[src/design/tpqg_fifo.sv]
// Small register queue used between the plane and entry pipelines and at the result side.
module tpqg_fifo #(
  parameter int WIDTH = 8,
  parameter int DEPTH = 2
) (
  input  logic             clk_i,
  input  logic             rst_ni,
  input  logic             push_i,
  input  logic [WIDTH-1:0] data_i,
  input  logic             pop_i,
  output logic [WIDTH-1:0] data_o,
  output logic             full_o,
  output logic             empty_o
);

  localparam int PTRW = (DEPTH > 1) ? $clog2(DEPTH) : 1;
  localparam int CNTW = $clog2(DEPTH + 1);

  logic [WIDTH-1:0] mem_q [DEPTH];
  logic [PTRW-1:0]  wr_q, wr_d;
  logic [PTRW-1:0]  rd_q, rd_d;
  logic [CNTW-1:0]  cnt_q, cnt_d;

  always_comb begin
    wr_d = (wr_q == PTRW'(DEPTH - 1)) ? '0 : wr_q + 1'b1;
    rd_d = (rd_q == PTRW'(DEPTH - 1)) ? '0 : rd_q + 1'b1;
    case ({push_i, pop_i})
      2'b10:   cnt_d = cnt_q + 1'b1;
      2'b01:   cnt_d = cnt_q - 1'b1;
      default: cnt_d = cnt_q;
    endcase
  end

  always_ff @(posedge clk_i or negedge rst_ni) begin
    if (!rst_ni) begin
      wr_q  <= '0;
      rd_q  <= '0;
      cnt_q <= '0;
    end else begin
      if (push_i) begin
        wr_q <= wr_d;
      end
      if (pop_i) begin
        rd_q <= rd_d;
      end
      cnt_q <= cnt_d;
    end
  end

  always_ff @(posedge clk_i) begin
    if (push_i) begin
      mem_q[wr_q] <= data_i;
    end
  end

  assign data_o  = mem_q[rd_q];
  assign full_o  = (cnt_q == CNTW'(DEPTH));
  assign empty_o = (cnt_q == '0);

endmodule

[config.mk]
export PLATFORM = sky130hd
export DESIGN_NAME = tpqg_fifo
export DESIGN_NICKNAME = d
export VERILOG_FILES = /design/src/design/tpqg_fifo.sv
export SDC_FILE = /design/constraint.sdc
export NUM_CORES = 1
export LEC_CHECK = 0
export BUFFER_PORTS_ARGS = -buffer_cell sky130_fd_sc_hd__buf_2
export CORE_MARGIN = 2
export CORE_UTILIZATION = 35
export CTS_CLUSTER_SIZE = 8
export DETAILED_ROUTE_END_ITERATION = 12
export HOLD_SLACK_MARGIN = 0.06
export SYNTH_ARGS = -nofsm -noshare
export SYNTH_HDL_FRONTEND = slang
export SYNTH_SLANG_ARGS = --single-unit
export TNS_END_PERCENT = 20
[constraint.sdc]
create_clock -name clk_i -period 3.4 [get_ports clk_i]
set_input_delay 0.68 -clock clk_i [delete_from_list [all_inputs] [get_ports clk_i]]
set_output_delay 0.68 -clock clk_i [all_outputs]
set_load 0.05 [all_outputs]
# Yosys cells after proc, flatten, opt, wreduce, memory -nomap -nowiden
# Memory sizes are Yosys's and may differ from the RTL's.
# Index checks and enable logic that the tools add are counted.
# word_totals
input_bits,12
latch_bits,0
rom_bits,0
out_inout_bits,10
mem_bits_rw,16
regBits,4
word_cells,18
mem_count,1
# classes
bitwise_logic,0
addsub,4
reduce_logical,2
multipliers,0
magnitude_cmp,0
mux,5
n_shift,0
n_eq_ne,3
div,0
# memory_table
name,depth,word_bits,read_ports,rd_clocked_by_memory_dff,wr,line,source
mem_q,2,8,1,0,1,19,logic [WIDTH-1:0] mem_q [DEPTH];
# op_table
operator,count
$eq 2x2->1 const B,2
$mux 1,4
$pmux 2 s2,1
$add 1x1->1 const B,2
$add 2x1->2 const B,1
$eq 2x1->1 const B,1
$logic_not 2->1,1
$reduce_bool 2->1,1
$sub 2x1->2 const B,1

# Depth between registers and ports, before layout
# Gate-level depths: netlist of run 1.
# logic_depth
depth_word,2
depth_mapped,5
mapped_depth_nobuf,5

# Least setup slack after synthesis of run 1
# OpenSTA, ideal clock, no wires.
# synth_timing
path_type,register to output
start,reg cnt_q[0]
end,out empty_o
stages_incl_launch_ff,2
arrival_time_ns,1.070
required_ns,2.720
slack_ns,1.650
path_buffers,0
cell_sequence,dfrtp_1 -> nor2_1
# synth_via
elab_chain_cells,1
# synth_lines
item,line,source
from (decl),22,"logic [CNTW-1:0] cnt_q, cnt_d;"
from (signal assigned),46,cnt_q <= cnt_d;
$logic_not 2->1,58,assign empty_o = (cnt_q == '0);
to (decl),13,output logic empty_o
# Every way passes these cells.

# Worst setup path after layout of run 1
# layout_timing
start,reg rd_q
end,out data_o[3]
# layout_via
elab_chain_cells,1
# layout_lines
item,line,source
from (decl),21,"logic [PTRW-1:0] rd_q, rd_d;"
from (signal assigned),44,rd_q <= rd_d;
$mem_v2 2x8,--,
to (decl),11,"output logic [WIDTH-1:0] data_o,"
# Every way passes these cells.

==> impl_metrics.json, run 1 <==
{
  "run_status": "finished, final reports clean",
  "synth.top_cells.by_count": "edfxtp_1 (16), mux2_2 (8), dfrtp_1 (4), nor2_1 (3), xor2_1 (3)",
  "path_cells": "mux2_2, buf_2",
  "synth_top_cell_by_area": "edfxtp_1",
  "max_stage_delay_ns": 0.58,
  "fmax_mhz": 469,
  "wl_per_cell_um": 11.1,
  "grt_start_max_net_pins": 12,
  "holdWs_ns": 0.177,
  "final-hold-violation-count": 0,
  "clock_path_buffers": 2,
  "area_growth_pct": 22.3,
  "setup_slack_ns": 1.27,
  "viasPerCell": 4.35,
  "post-dp-hpwl_um": 754,
  "design.core.area_um2": 2000,
  "path_class": "flip-flop to output port",
  "async_flop_share_pct": 20.0,
  "ys.flop_type": "edfxtp_1",
  "finalSetupViolCount": 0,
  "route.detailed.drc": 0,
  "ys_seq_area_share_pct": 76.2,
  "cts_max_level": 1,
  "antenna_found_initial": 0,
  "fillers": 190,
  "final_layout_size_suffix_gt1_share_pct": 52.3,
  "grt_pass1_wl_um": 1640,
  "synth.top_cell.area_share_pct": 63.1,
  "start_kind": "flip-flop",
  "ys_types": 11,
  "n_antenna_cell": 0,
  "cts_resized": 0,
  "regArea_um2": 581,
  "first_global_vias": 393,
  "period_share_pct": 62.7,
  "final_util_pct": 46.6,
  "vdd_drop_max_uv": 471,
  "rows": 16,
  "yosys-top-cells-area": "edfxtp_1 (63%), dfrtp_1 (13%), mux2_2 (12%), xor2_1 (3.4%), xnor2_1 (2.3%)",
  "cts_setup_buffers": 0,
  "io_buffer_count": 21,
  "finalSetupTns_ns": 0,
  "cts.clk_slew.worst_paths_ns": 0.10,
  "period_minus_slack_ns": 2.13,
  "crit_path_max_fanout": 9,
  "grt_remaining_overflow": 0,
  "critPathArrivalTime_ns": 1.45,
  "slew_viol_final": 0,
  "tightest_slew_ns": 0.679,
  "firstDrtPassIters": 2,
  "die_y_um": 50.7,
  "ant_nets": 0,
  "tritoncts": "yes",
  "initial_core_util_pct": 38.1,
  "ys_ff_latch": 20,
  "ios": 22,
  "critical_path.slowest_cell": "dfrtp_1",
  "fin_nets": 79,
  "pwr_density_cell_nw_per_um2": 930,
  "cp_top_family": "flip-flops",
  "cts_hold_repair.buffers": 0,
  "avgSynthCellArea_um2": 18.6,
  "drtIter0Drc": 1,
  "syn_area_um2": 762,
  "drt_wl_total_um": 1030,
  "syn_inst": 41,
  "clk_latency_ns": 0.28,
  "yosysMostFrequentCell": "edfxtp_1",
  "dp_slack_ns": 1.56,
  "cts-buffers-inserted": 3,
  "power_leakage_nw": 0.377,
  "dr_total_vias": 400,
  "synth-edff-count": 16,
  "gr-usage-all-layers_pct": 8.85,
  "root_buffer": "clkbuf_4",
  "rsz0062_at_grt": "false",
  "cts_sinks": 20,
  "cap_violations": 0,
  "fp.dieArea_um2": 2570,
  "worst_ep_required_time_ns": 2.72,
  "gp_congestion": 0.642,
  "slew_headroom_pct": 54.6,
  "cp-end-kind": "output port",
  "multi_input_area_um2": 173,
  "die_w_um": 50.7,
  "yosys_warnings": 0,
  "syn_nets": 54,
  "clock_skew_ns": 0.00121,
  "min_path_type": "input port to asynchronous set/reset pin",
  "path_buf_inv": 1
}
## placed cells by master, fill, tap and decap left out
master	n
buf_2	21
edfxtp_1	16
mux2_2	8
dfrtp_1	4
nor2_1	3
xor2_1	3
clkbuf_4	3
xnor2_1	2
inv_1	1
and2b_2	1
and2_1	1
ha_1	1
clkbuf_8	1
## final timing paths
kind / from / to / slack, ns / cells past startpoint
hold reg to reg: wr_q$_DFFE_PN0P_ / wr_q$_DFFE_PN0P_ / 0.49 / 1
max in group asynchronous: rst_ni / cnt_q[0]$_DFFE_PN0P_ / 3.10 / 1
min in group clk_i: wr_q$_DFFE_PN0P_ / wr_q$_DFFE_PN0P_ / 0.49 / 1
setup / recovery: rd_q$_DFFE_PN0P_ / data_o[3] / 1.27 / 2
setup reg to reg: wr_q$_DFFE_PN0P_ / mem_q[0][4]$_DFFE_PP_ / 2.09 / 1
hold / removal: rst_ni / cnt_q[1]$_DFFE_PN0P_ / 0.18 / 1
## cell families (layout without fill, tap and decap cells)
logic type | count (synthesis) | in the layout | share of synthesized area [%]
XOR/XNOR | 5 | 5 | 5.75
AND/OR/NAND/NOR | 5 | 5 | 3.45
adder cells (fa/ha/maj) | 1 | 1 | 1.64
flip-flops | 20 | 20 | 76.2
buffers and inverters | 2 | 26 | 1.15
multiplexers | 8 | 8 | 11.8
## routing by layer
metal / up-vias / GRT usage, % / share of wire [%]
met5: - / 0 / 0
met4: 0 / 4.05 / 0
met3: 0 / 2.68 / 5.0
met2: 12 / 15.1 / 53
met1: 191 / 10.1 / 42
li1: 197 / - / -
## registers in the layout (all words and copies together) (netlist names)
register,cells
rd_q,1
mem_q,16
wr_q,1
cnt_q,2
## final cells by class
class	count	area share, %
multi-input combinational	19	18.5
tap	27	3.62
clock buffer	4	3.89
timing repair buffer	21	11.3
sequential	20	62.3
inverter	1	0.403
## metrics by stage
| stage | cells | cell area, um2 | total power, W |
|---|---|---|---|
| 2_1_floorplan | 41 | 762 | 0.000675 |
| 3_3_place_gp | 88 | 896 | 0.000747 |
| 3_5_place_dp | 88 | 896 | 0.000748 |
| 4_1_cts | 92 | 932 | 0.000879 |
| 5_1_grt | 92 | 932 | 0.000907 |
| 6_report | 92 | 932 | 0.000867 |
## report_power, final
group	switching [W]	internal, W
sequential	0.0000450	0.000333
combinational	0.000250	0.000110
clock	0.0000640	0.0000651
total	0.000359	0.000507
Power figures use the tool's default switching activity.
==> run 2: changes to the inputs <==
Clock period 3.4 ns to 2 ns, I/O delays scaled along.
==> run 2 against run 1 <==
  * Non-clock buffer count grew 2
  * Via count grew 0.75%
  * Worst hold slack gained 0.12 ns
  * Combinational power grew 73%
  * Clock skew grew 0.0028 ns
  * Sequential power grew 71%
  * Die area is the same
  * Cell count grew 2.2%
  * Critical path type unchanged
  * Critical endpoint is now data_o[6]
  * Largest cell class unchanged
==> impl_metrics.json, run 2 (synthesized netlist as in run 1, its figures left out) <==
{
  "final_common_cell": "buf_2",
  "power_frac_seq_pct": 43.5,
  "drtIter0Drc": 5,
  "pwr-share-clk_pct": 14.6,
  "grt_start_max_net_pins": 12,
  "min_path_type": "input port to flip-flop",
  "clk_latency_ns": 0.28,
  "period_share_pct": 93.9,
  "gp_congestion": 0.617,
  "worstHoldPathCells": 1,
  "reg2reg_to": "mem_q[1][2]$_DFFE_PP_",
  "crit_path_max_fanout": 9,
  "pwr_density_cell_nw_per_um2": 1570,
  "wl_per_cell_um": 11.6,
  "die_w_um": 50.7,
  "io_buffer_count": 21,
  "r2r_cells": 1,
  "cts_max_level": 1,
  "final_layout_size_suffix_gt1_share_pct": 52.2,
  "gr-usage-all-layers_pct": 10.0,
  "run_status": "finished, final reports clean",
  "p_int_w": 0.000870,
  "worstHoldStart": "data_i[4]",
  "top_register": "mem_q",
  "layout_common_cells": "buf_2 (21), edfxtp_1 (16), mux2_2 (8)",
  "initial_core_util_pct": 38.1,
  "final_util_pct": 47.4,
  "design.core.area_um2": 2000,
  "slew_viol_final": 0,
  "vdd_drop_max_uv": 732,
  "start_kind": "flip-flop",
  "fp.dieArea_um2": 2570,
  "drt_wl_total_um": 1090,
  "ant_nets": 0,
  "dr_total_vias": 403,
  "finalSetupTns_ns": 0,
  "finalSetupViolCount": 0,
  "largest_reg_flops": 16,
  "cp-end-kind": "output port",
  "swShare_pct": 41.5,
  "fmax_mhz": 533,
  "switchingPower_w": 0.000617,
  "cts-buffers-inserted": 3,
  "viasPerCell": 4.29,
  "final-hold-violation-count": 0,
  "rrSetupSlack_ns": 0.90,
  "area_growth_pct": 24.6,
  "slew_headroom_pct": 73.1,
  "cts.clk_slew.worst_paths_ns": 0.10,
  "post-dp-hpwl_um": 807,
  "worst_ep_required_time_ns": 1.60,
  "ios": 22,
  "cts_sinks": 20,
  "first_global_vias": 419,
  "root_buffer": "clkbuf_4",
  "cts_resized": 0,
  "tightest_slew_ns": 0.404,
  "rsz0062_at_grt": "false",
  "rows": 16,
  "clock_skew_ns": 0.00401,
  "holdWs_ns": 0.296,
  "period_minus_slack_ns": 1.88,
  "clock_path_buffers": 2,
  "cap_violations": 0,
  "path_class": "flip-flop to output port",
  "die_y_um": 50.7,
  "antenna_found_initial": 0,
  "firstDrtPassIters": 2,
  "critPathArrivalTime_ns": 1.48,
  "n_antenna_cell": 0,
  "hold_end": "mem_q[0][4]$_DFFE_PP_",
  "grt_remaining_overflow": 0,
  "combPwrFrac_pct": 41.9,
  "grt_pass1_wl_um": 1810,
  "reg2reg_from": "wr_q$_DFFE_PN0P_",
  "route.detailed.drc": 0,
  "fin_nets": 81,
  "tritoncts": "yes",
  "power_leakage_nw": 0.387,
  "reg_top3": "mem_q: 16 flops, cnt_q: 2 flops"
}
[run 2: changes by cell type in the layout (fill, tap and decap cells not counted), sizes merged]
cell         before  now
buf              21   22
dlygate4sd3       0    1
[run 2: layout make-up]
class,instances,area (um2)
inverter,1,3.75
tap,27,33.8
multi-input combinational,19,173
clock buffer,4,36.3
fill,190,1050
sequential,20,581
timing repair buffer,23,123
[run 2: metrics by stage]
stage | std cells | worst slack [ns] | total power [W] | instance area, um2
floorplan | 41 | 0.530 | 0.00115 | 762
global placement | 89 | 0.452 | 0.00128 | 903
detailed placement | 89 | 0.437 | 0.00128 | 903
CTS | 94 | 0.0916 | 0.00151 | 950
global route | 94 | 0.0297 | 0.00157 | 950
finish | 94 | 0.123 | 0.00149 | 950
[run 2: metal layers]
layer / GRT usage (%) / routed length, um / vias to the layer above
met5: 0 / 0 / -
met4: 5.41 / 17 / 0
met1: 10.5 / 465 / 190
met2: 17.8 / 556 / 10
met3: 2.98 / 55 / 2
li1: - / - / 201
[run 2: critical path, cell delays in order (launching register included)]
cell     delay (ns)
dfrtp_1        0.60
mux2_2         0.38
buf_2          0.21
[run 2: power groups by stage]
| stage | sequential, W | clock [W] | combinational, W |
|---|---|---|---|
| finish | 0.000646 | 0.000218 | 0.000623 |
| global route | 0.000664 | 0.000242 | 0.000659 |
| CTS | 0.000649 | 0.000229 | 0.000631 |
| detailed placement | 0.000656 | 0 | 0.000626 |
| global placement | 0.000650 | 0 | 0.000626 |
| floorplan | 0.000609 | 0 | 0.000539 |
[run 2: worst max path at each step]
stage	startpoint	end	slack, ns	cells past startpoint
after floorplan	cnt_q[0]$_DFFE_PN0P_	empty_o	0.53	1
after global placement	rd_q$_DFFE_PN0P_	data_o[3]	0.45	2
after detailed placement	rd_q$_DFFE_PN0P_	data_o[3]	0.44	2
after CTS	rd_q$_DFFE_PN0P_	data_o[3]	0.09	2
after global routing	rd_q$_DFFE_PN0P_	data_o[2]	0.03	2
final	rd_q$_DFFE_PN0P_	data_o[6]	0.12	2
[run 2: timing repair]
| item | in CTS | in global routing |
|---|---|---|
| setup buffers | 0 | 0 |
| hold buffers | 1 | 0 |
| hold endpoints to repair | 4 | 0 |
